`src/design/zrt_pkg.sv`:
```
// Shared constants and types for the zigzag rail transposer.
package zrt_pkg;

	// Buffer depth and the widths that follow from it.
	localparam int MAX_LEN = 64;
	localparam int ADDR_W  = 6;
	localparam int CNT_W   = 7;
	localparam int POS_W   = 8;
	localparam int ROW_W   = 6;
	localparam int RAILS_W = 7;

	// Rail count after reset.
	localparam logic [RAILS_W-1:0] RAILS_RESET = 7'd3;

	// Buffer fill level at which further bytes are dropped.
	localparam logic [CNT_W-1:0] FULL_COUNT = 7'd64;

	// Position walk state of the read sequencer.
	typedef struct packed {
		logic [POS_W-1:0] pos;
		logic [ROW_W-1:0] row;
		logic             alt;
	} walk_t;

	// Block geometry fixed for the length of one emission.
	typedef struct packed {
		logic [CNT_W-1:0]   len;
		logic [RAILS_W-1:0] rails;
		logic [POS_W-1:0]   cycle;
	} geom_t;

endpackage

```
`src/design/zrt_buf.sv`:
```
// Byte buffer of the transposer: one write port, one registered read port.
module zrt_buf (
	input  logic                      clk,
	input  logic                      wr_en,
	input  logic [zrt_pkg::ADDR_W-1:0] wr_addr,
	input  logic [7:0]                wr_data,
	input  logic [zrt_pkg::ADDR_W-1:0] rd_addr,
	output logic [7:0]                rd_data
);
	import zrt_pkg::*;

	logic [7:0] mem_q [MAX_LEN];
	logic [7:0] rd_data_q;

	// Write and registered read.
	always_ff @(posedge clk) begin
		if (wr_en) begin
			mem_q[wr_addr] <= wr_data;
		end
		rd_data_q <= mem_q[rd_addr];
	end

	assign rd_data = rd_data_q;

endmodule

```
`src/design/zrt_step.sv`:
```
// Step unit: adds a step and compares with the block length to give the next buffer position in rail order.
module zrt_step (
	input  zrt_pkg::walk_t cur,
	input  zrt_pkg::geom_t geom,
	output zrt_pkg::walk_t nxt
);
	import zrt_pkg::*;

	logic             edge_row;
	logic [POS_W-1:0] twice_row;
	logic [POS_W-1:0] step;
	logic [POS_W-1:0] sum;

	// With one rail the step is 1; otherwise the first and last rows step by a full cycle and middle rows alternate.
	always_comb begin
		edge_row  = (cur.row == '0) || ({1'b0, cur.row} == geom.rails - 7'd1);
		twice_row = {1'b0, cur.row, 1'b0};
		if (geom.rails == 7'd1) begin
			step = 8'd1;
		end else if (edge_row) begin
			step = geom.cycle;
		end else if (cur.alt) begin
			step = twice_row;
		end else begin
			step = geom.cycle - twice_row;
		end
		sum = cur.pos + step;
	end

	// Stay on the row while the position is inside the block, else start the next row.
	always_comb begin
		if (sum < {1'b0, geom.len}) begin
			nxt.pos = sum;
			nxt.row = cur.row;
			nxt.alt = ~cur.alt;
		end else begin
			nxt.row = cur.row + 6'd1;
			nxt.pos = {2'b00, cur.row + 6'd1};
			nxt.alt = 1'b0;
		end
	end

endmodule

```
`src/design/zigzag_rail_transposer_unit.sv`:
```
// Top level of the zigzag rail transposer: load sequencer, read walk and output stage.
//
// Bytes of a block enter on the in channel (in_valid/in_ready), one per
// transaction, with in_last on the final byte. Each byte is written into a
// 64-entry buffer; bytes beyond 64 are dropped and the overflow is
// reported on the last result of the block.
// After the last byte the block leaves on the out channel in rail order, one
// transaction per stored byte, out_last on the final one and overflowed on
// that same result. Each result is read from the buffer in ST_READ and then
// offered in ST_SHOW, where it is held until it is taken; only then does the
// read of the next result begin. After the last byte is accepted the
// sequencer passes through ST_READ before it offers the first result. While
// a block is emitted, in_ready is low.
// A stalled receiver simply holds the current result in place; nothing is
// lost. num_rails is to be written through num_rails_wr only while the block
// is idle; the block itself does not enforce this. Reset clears the fill
// level and the overflow flag and sets three rails; the buffer contents are not cleared.
module zigzag_rail_transposer_unit (
	input  logic       clk,
	input  logic       arst_n,
	input  logic       num_rails_wr,
	input  logic [6:0] num_rails,
	input  logic       in_valid,
	output logic       in_ready,
	input  logic [7:0] in_byte,
	input  logic       in_last,
	output logic       out_valid,
	input  logic       out_ready,
	output logic [7:0] out_byte,
	output logic       out_last,
	output logic       overflowed
);
	import zrt_pkg::*;

	typedef enum logic [1:0] {
		ST_LOAD,
		ST_READ,
		ST_SHOW
	} state_t;

	state_t             state_q;
	logic [RAILS_W-1:0] num_rails_q;
	logic [CNT_W-1:0]   fill_q;
	logic               ovf_q;
	logic [CNT_W-1:0]   cnt_q;
	walk_t              walk_q;
	geom_t              geom_q;
	walk_t              walk_nxt;

	logic               in_xact;
	logic               out_xact;
	logic               full;
	logic               final_res;
	logic [CNT_W-1:0]   len_c;
	logic [RAILS_W-1:0] rails_c;
	logic [7:0]         rd_data;

	assign in_ready  = (state_q == ST_LOAD);
	assign out_valid = (state_q == ST_SHOW);
	assign in_xact   = in_valid && in_ready;
	assign out_xact  = out_valid && out_ready;
	assign full      = (fill_q == FULL_COUNT);
	assign final_res = (cnt_q == geom_q.len - 7'd1);

	// Block length, saturated at the buffer depth, and rail count clamped to the range 1..length.
	always_comb begin
		len_c   = full ? fill_q : fill_q + 7'd1;
		rails_c = (num_rails_q == '0) ? 7'd1 : num_rails_q;
		if (rails_c > len_c) begin
			rails_c = len_c;
		end
	end

	zrt_buf u_buf (
		.clk     (clk),
		.wr_en   (in_xact && !full),
		.wr_addr (fill_q[ADDR_W-1:0]),
		.wr_data (in_byte),
		.rd_addr (walk_q.pos[ADDR_W-1:0]),
		.rd_data (rd_data)
	);

	zrt_step u_step (
		.cur  (walk_q),
		.geom (geom_q),
		.nxt  (walk_nxt)
	);

	// The result byte comes straight from the buffer read register.
	assign out_byte   = rd_data;
	assign out_last   = out_valid && final_res;
	assign overflowed = out_valid && final_res && ovf_q;

	// Sequencer: load bytes, then read and offer one result at a time.
	always_ff @(posedge clk or negedge arst_n) begin
		if (!arst_n) begin
			state_q     <= ST_LOAD;
			num_rails_q <= RAILS_RESET;
			fill_q      <= '0;
			ovf_q       <= 1'b0;
			cnt_q       <= '0;
			walk_q      <= '0;
			geom_q      <= '0;
		end else begin
			if (num_rails_wr) begin
				num_rails_q <= num_rails;
			end
			unique case (state_q)
				ST_LOAD: begin
					if (in_xact) begin
						if (full) begin
							ovf_q <= 1'b1;
						end else begin
							fill_q <= fill_q + 7'd1;
						end
						if (in_last) begin
							geom_q.len   <= len_c;
							geom_q.rails <= rails_c;
							geom_q.cycle <= {rails_c - 7'd1, 1'b0};
							walk_q       <= '0;
							cnt_q        <= '0;
							state_q      <= ST_READ;
						end
					end
				end
				ST_READ: begin
					state_q <= ST_SHOW;
				end
				ST_SHOW: begin
					if (out_xact) begin
						if (final_res) begin
							fill_q  <= '0;
							ovf_q   <= 1'b0;
							state_q <= ST_LOAD;
						end else begin
							walk_q  <= walk_nxt;
							cnt_q   <= cnt_q + 7'd1;
							state_q <= ST_READ;
						end
					end
				end
				default: begin
					state_q <= ST_LOAD;
				end
			endcase
		end
	end

endmodule

```
`config.mk`:
```
export PLATFORM = sky130hd
export DESIGN_NAME = zigzag_rail_transposer_unit
export DESIGN_NICKNAME = d
export VERILOG_FILES = /design/src/design/zrt_pkg.sv /design/src/design/zrt_buf.sv /design/src/design/zrt_step.sv /design/src/design/zigzag_rail_transposer_unit.sv
export SDC_FILE = /design/constraint.sdc
export NUM_CORES = 1
export LEC_CHECK = 0
export ABC_AREA = 1
export BUFFER_PORTS_ARGS = -buffer_cell sky130_fd_sc_hd__buf_4
export CAP_MARGIN = 40
export CORE_ASPECT_RATIO = 1.2
export CORE_MARGIN = 10
export CORE_UTILIZATION = 60
export CTS_BUF_LIST = sky130_fd_sc_hd__clkbuf_16
export DETAILED_ROUTE_END_ITERATION = 10
export PLACE_DENSITY = 0.76
export SLEW_MARGIN = 20
export SYNTH_ARGS = -nofsm -noshare
export SYNTH_HDL_FRONTEND = slang
export SYNTH_SLANG_ARGS = --single-unit
export TNS_END_PERCENT = 100
```
`constraint.sdc`:
```
create_clock -name clk -period 4.4 [get_ports clk]
set_clock_uncertainty 0.1 [all_clocks]
set_input_delay 1.32 -clock clk [delete_from_list [all_inputs] [get_ports clk]]
set_output_delay 1.32 -clock clk [all_outputs]
set_load 0.02 [all_outputs]
```
==> flow_summary_export.csv <==
group,metric,value,unit
status,outcome,"completed",
yosys,ys.flop_type,"edfxtp_1",
yosys,yosysWarningCount,0,
run,drv_cap,0,
pwr,ir_drop,0.000765,V
drt,drtIter0Drc,1976,
setup_path,worst-setup-path-type,"reg -> reg",
global_route,grt_overflow_total,0,
timing,period_share,0.936,
setup_path,crit_path_start_kind,"flop",
setup_path,slowest_delay,420,ps
yosys,async_reset_ff_frac,0.103,
cts,ctsHoldBuffers,0,
setup_path,crit_path_end_kind,"flop",
global_route,grt_pass1_wl,97300,um
global_route,track_usage,0.249,
yosys,syn_area,0.0249,mm2
layout,syn2layout_area_growth,11.4,%
placed_design,routabilityCongestion,0.911,
global_route,antenna_found_initial,1,
placed_design,portBuffers,32,
pwr,power_density,609,mW/mm2
cts,cts_tree,"yes",
floorplanning,die-area,0.0502,mm2
timing,fin_crit,4120,ps
yosys,yosysSeqAreaShare,0.683,
cts,numCtsBuffers,52,
drt,wirelength,63300,um
timing,slew_headroom,0.361,
drt,dr.pass1.iters,6,
layout,diodes,0,
placed_design,dp_cells,2721,
layout,instances_no_fill,2831,
cts,cts_buffer_depth,3,
cts,root_buffer,"clkbuf_16",
pwr,switchingPower,6310,uW
setup_path,required,4810,ps
placed_design,place_hpwl,37600,um
setup_path,arrival,4530,ps
pwr,p_leak,0.0100,uW
placed_design,place_area,0.0260,mm2
drt,drcViolationCount,0,
pwr,combPwrFrac,0.360,
layout,nNetsFinal,2307,
floorplanning,die_y,243,um
cts,clkLatencyLatePin,590,ps
layout,drive_gt1_frac,0.109,
floorplanning,initial_core_util,0.609,
yosys,synth_cell_types,51,
pwr,intPower,10600,uW
floorplanning,rows,81,
timing,max_freq,243,MHz
layout,fin_area,0.0278,mm2
setup_path,crit_top_cell,"nand2_1",
floorplanning,die_x,206,um
cts,clock_sinks,580,
pwr,power,16900,uW
yosys,synth_area_per_cell,11.4,um2
pwr,p_seq_frac,0.385,
pwr,switching_share,0.373,
yosys,yosys_register_bits,580,
setup_path,cp_slowest_cell,"dfrtp_1",
floorplanning,io_pins,33,
cts,clkTransAtPathRegs,60,ps
layout,nFillCells,2923,
timing,setup_violations,0,
yosys,synth-edff-count,512,
global_route,grt_pass1_vias,17007,
yosys,syn-num-nets,2254,
cts,htreeDepth,2,
drt,ant_nets,0,
timing,whs,406,ps
pwr,pwr-share-clk,0.255,
floorplanning,coreArea,0.0409,mm2
drt,vias,17497,
min_path,hp-class,"reg -> reg",
drt,routedWlPerCell,22.4,um
timing,worst_pin_slew,958,ps
timing,slew_violations,0,
global_route,grt_start_max_net_pins,187,
timing,hold_violations,0,
setup_path,cp_max_fo,8,
drt,via_per_inst,6.18,
yosys,synth_cells,2196,
layout,post-route-util,0.679,
what timing repair did:
| action | 4_1_cts | 5_1_grt |
|---|---|---|
| buffers inserted | 1 | 8 |
| endpoints found under the setup margin | 2 | 14 |
| cloned | 0 | 1 |
| pin swaps | 1 | 10 |
| resized for setup | 1 | 20 |
registers in the layout (all words and copies together) (netlist names):
signal	flops
fill_q	7
u_buf.mem_q	512
cnt_q	7
geom_q	21
ovf_q	1
state_q	2
walk_q	15
u_buf.rd_data	8
num_rails_q	7
logic make-up after synthesis:
kind of cell,count (synthesis),share of synthesized area
xor gates and xnor gates,27,0.00948
buffers and inverters,243,0.0391
DFF,580,0.683
muxes,1,0.000451
and+or+nand+nor,728,0.119
AOI/OAI and AO/OA,580,0.130
adders and majority gates,37,0.0192
area by class of cell:
class,count,area [um2],area share
clock buffer,52,1300,0.0468
clock inverter,45,315,0.0113
inverter,121,464,0.0167
multi-input combinational,1374,6990,0.252
sequential,580,17100,0.614
tap,539,674,0.0243
timing repair buffer,120,987,0.0355
per-stage QoR:
stage	setup WS [ps]	setup TNS (ps)
after global routing	-15.3	-15.5
after floorplan	448	0
after detailed placement	-6.82	-6.82
after global placement	215	0
final	280	0
after CTS	11.9	0
metal layers:
metal	up-vias	track usage	wire (um)
met2	903	0.406	31000
met5	-	0	17
met3	181	0.0442	5330
li1	7970	-	-
met1	8441	0.324	24500
met4	2	0.0982	2420
worst max-delay path: cells and delay by family (launching register included):
family | cells | cell delay, ps
and+or+nand+nor | 14 | 1120
AOI/OAI and AO/OA | 7 | 860
adders and majority gates | 3 | 790
buffers and inverters | 6 | 500
DFF | 1 | 420
xor gates and xnor gates | 1 | 240
cell usage in the layout (no fill, tap or decap), drive strengths merged, types with 3 or more instances in the layout:
cell type / n
buf: 120
bufinv: 4
nand2: 205
dfrtp: 58
dfxtp: 8
ha: 35
clkbuf: 52
nand3: 53
o211ai: 10
nor3: 5
inv: 133
edfxtp: 512
o21a: 4
o311ai: 6
clkinv: 27
nand4: 14
xnor2: 8
a21oi: 31
nor2: 446
o21bai: 4
o221ai: 18
nand3b: 3
xor2: 19
o21ai: 358
o22ai: 141
power by group through the flow:
stage                     clock [uW]  sequential [uW]  combinational [uW]
after floorplan                    0             6590                3840
after global placement             0             6610                5510
after detailed placement           0             6620                5700
after CTS                       4370             6510                5780
after global routing            4580             6550                6670
final                           4320             6520                6090
worst paths after layout:
path	cells past startpoint	to	slack [ps]	start
max	31	walk_q[1]	280	geom_q[8]
min in group asynchronous	1	geom_q[8]	450	arst_n
max in group asynchronous	2	num_rails_q[1]	3240	arst_n
max reg2reg	31	walk_q[1]	280	geom_q[8]
min reg2reg	2	walk_q[13]	410	walk_q[13]
min	2	walk_q[13]	410	walk_q[13]
cells in the mapped netlist (4+ instances only):
master	n	area, um2
o221ai_1	18	158
ha_1	35	438
dfrtp_1	58	1450
o21bai_1	4	30.0
inv_1	110	413
nor2_1	439	1650
nand4_1	14	87.6
buf_4	6	45.0
buf_2	25	125
xor2_1	19	166
edfxtp_1	512	15400
nor2_2	4	25.0
dfxtp_1	8	160
nand2_2	6	37.5
nand2_1	196	736
clkbuf_1	86	323
o211ai_1	10	75.1
a21oi_1	31	155
o21ai_1	12	60.1
o22ai_1	141	882
nor3_1	4	20.0
buf_1	4	15.0
o21ai_0	343	1720
xnor2_1	8	70.1
o311ai_1	5	43.8
nand3_1	48	240
inv_2	8	30.0
o21a_1	4	30.0
Power figures use the tool's default switching activity.
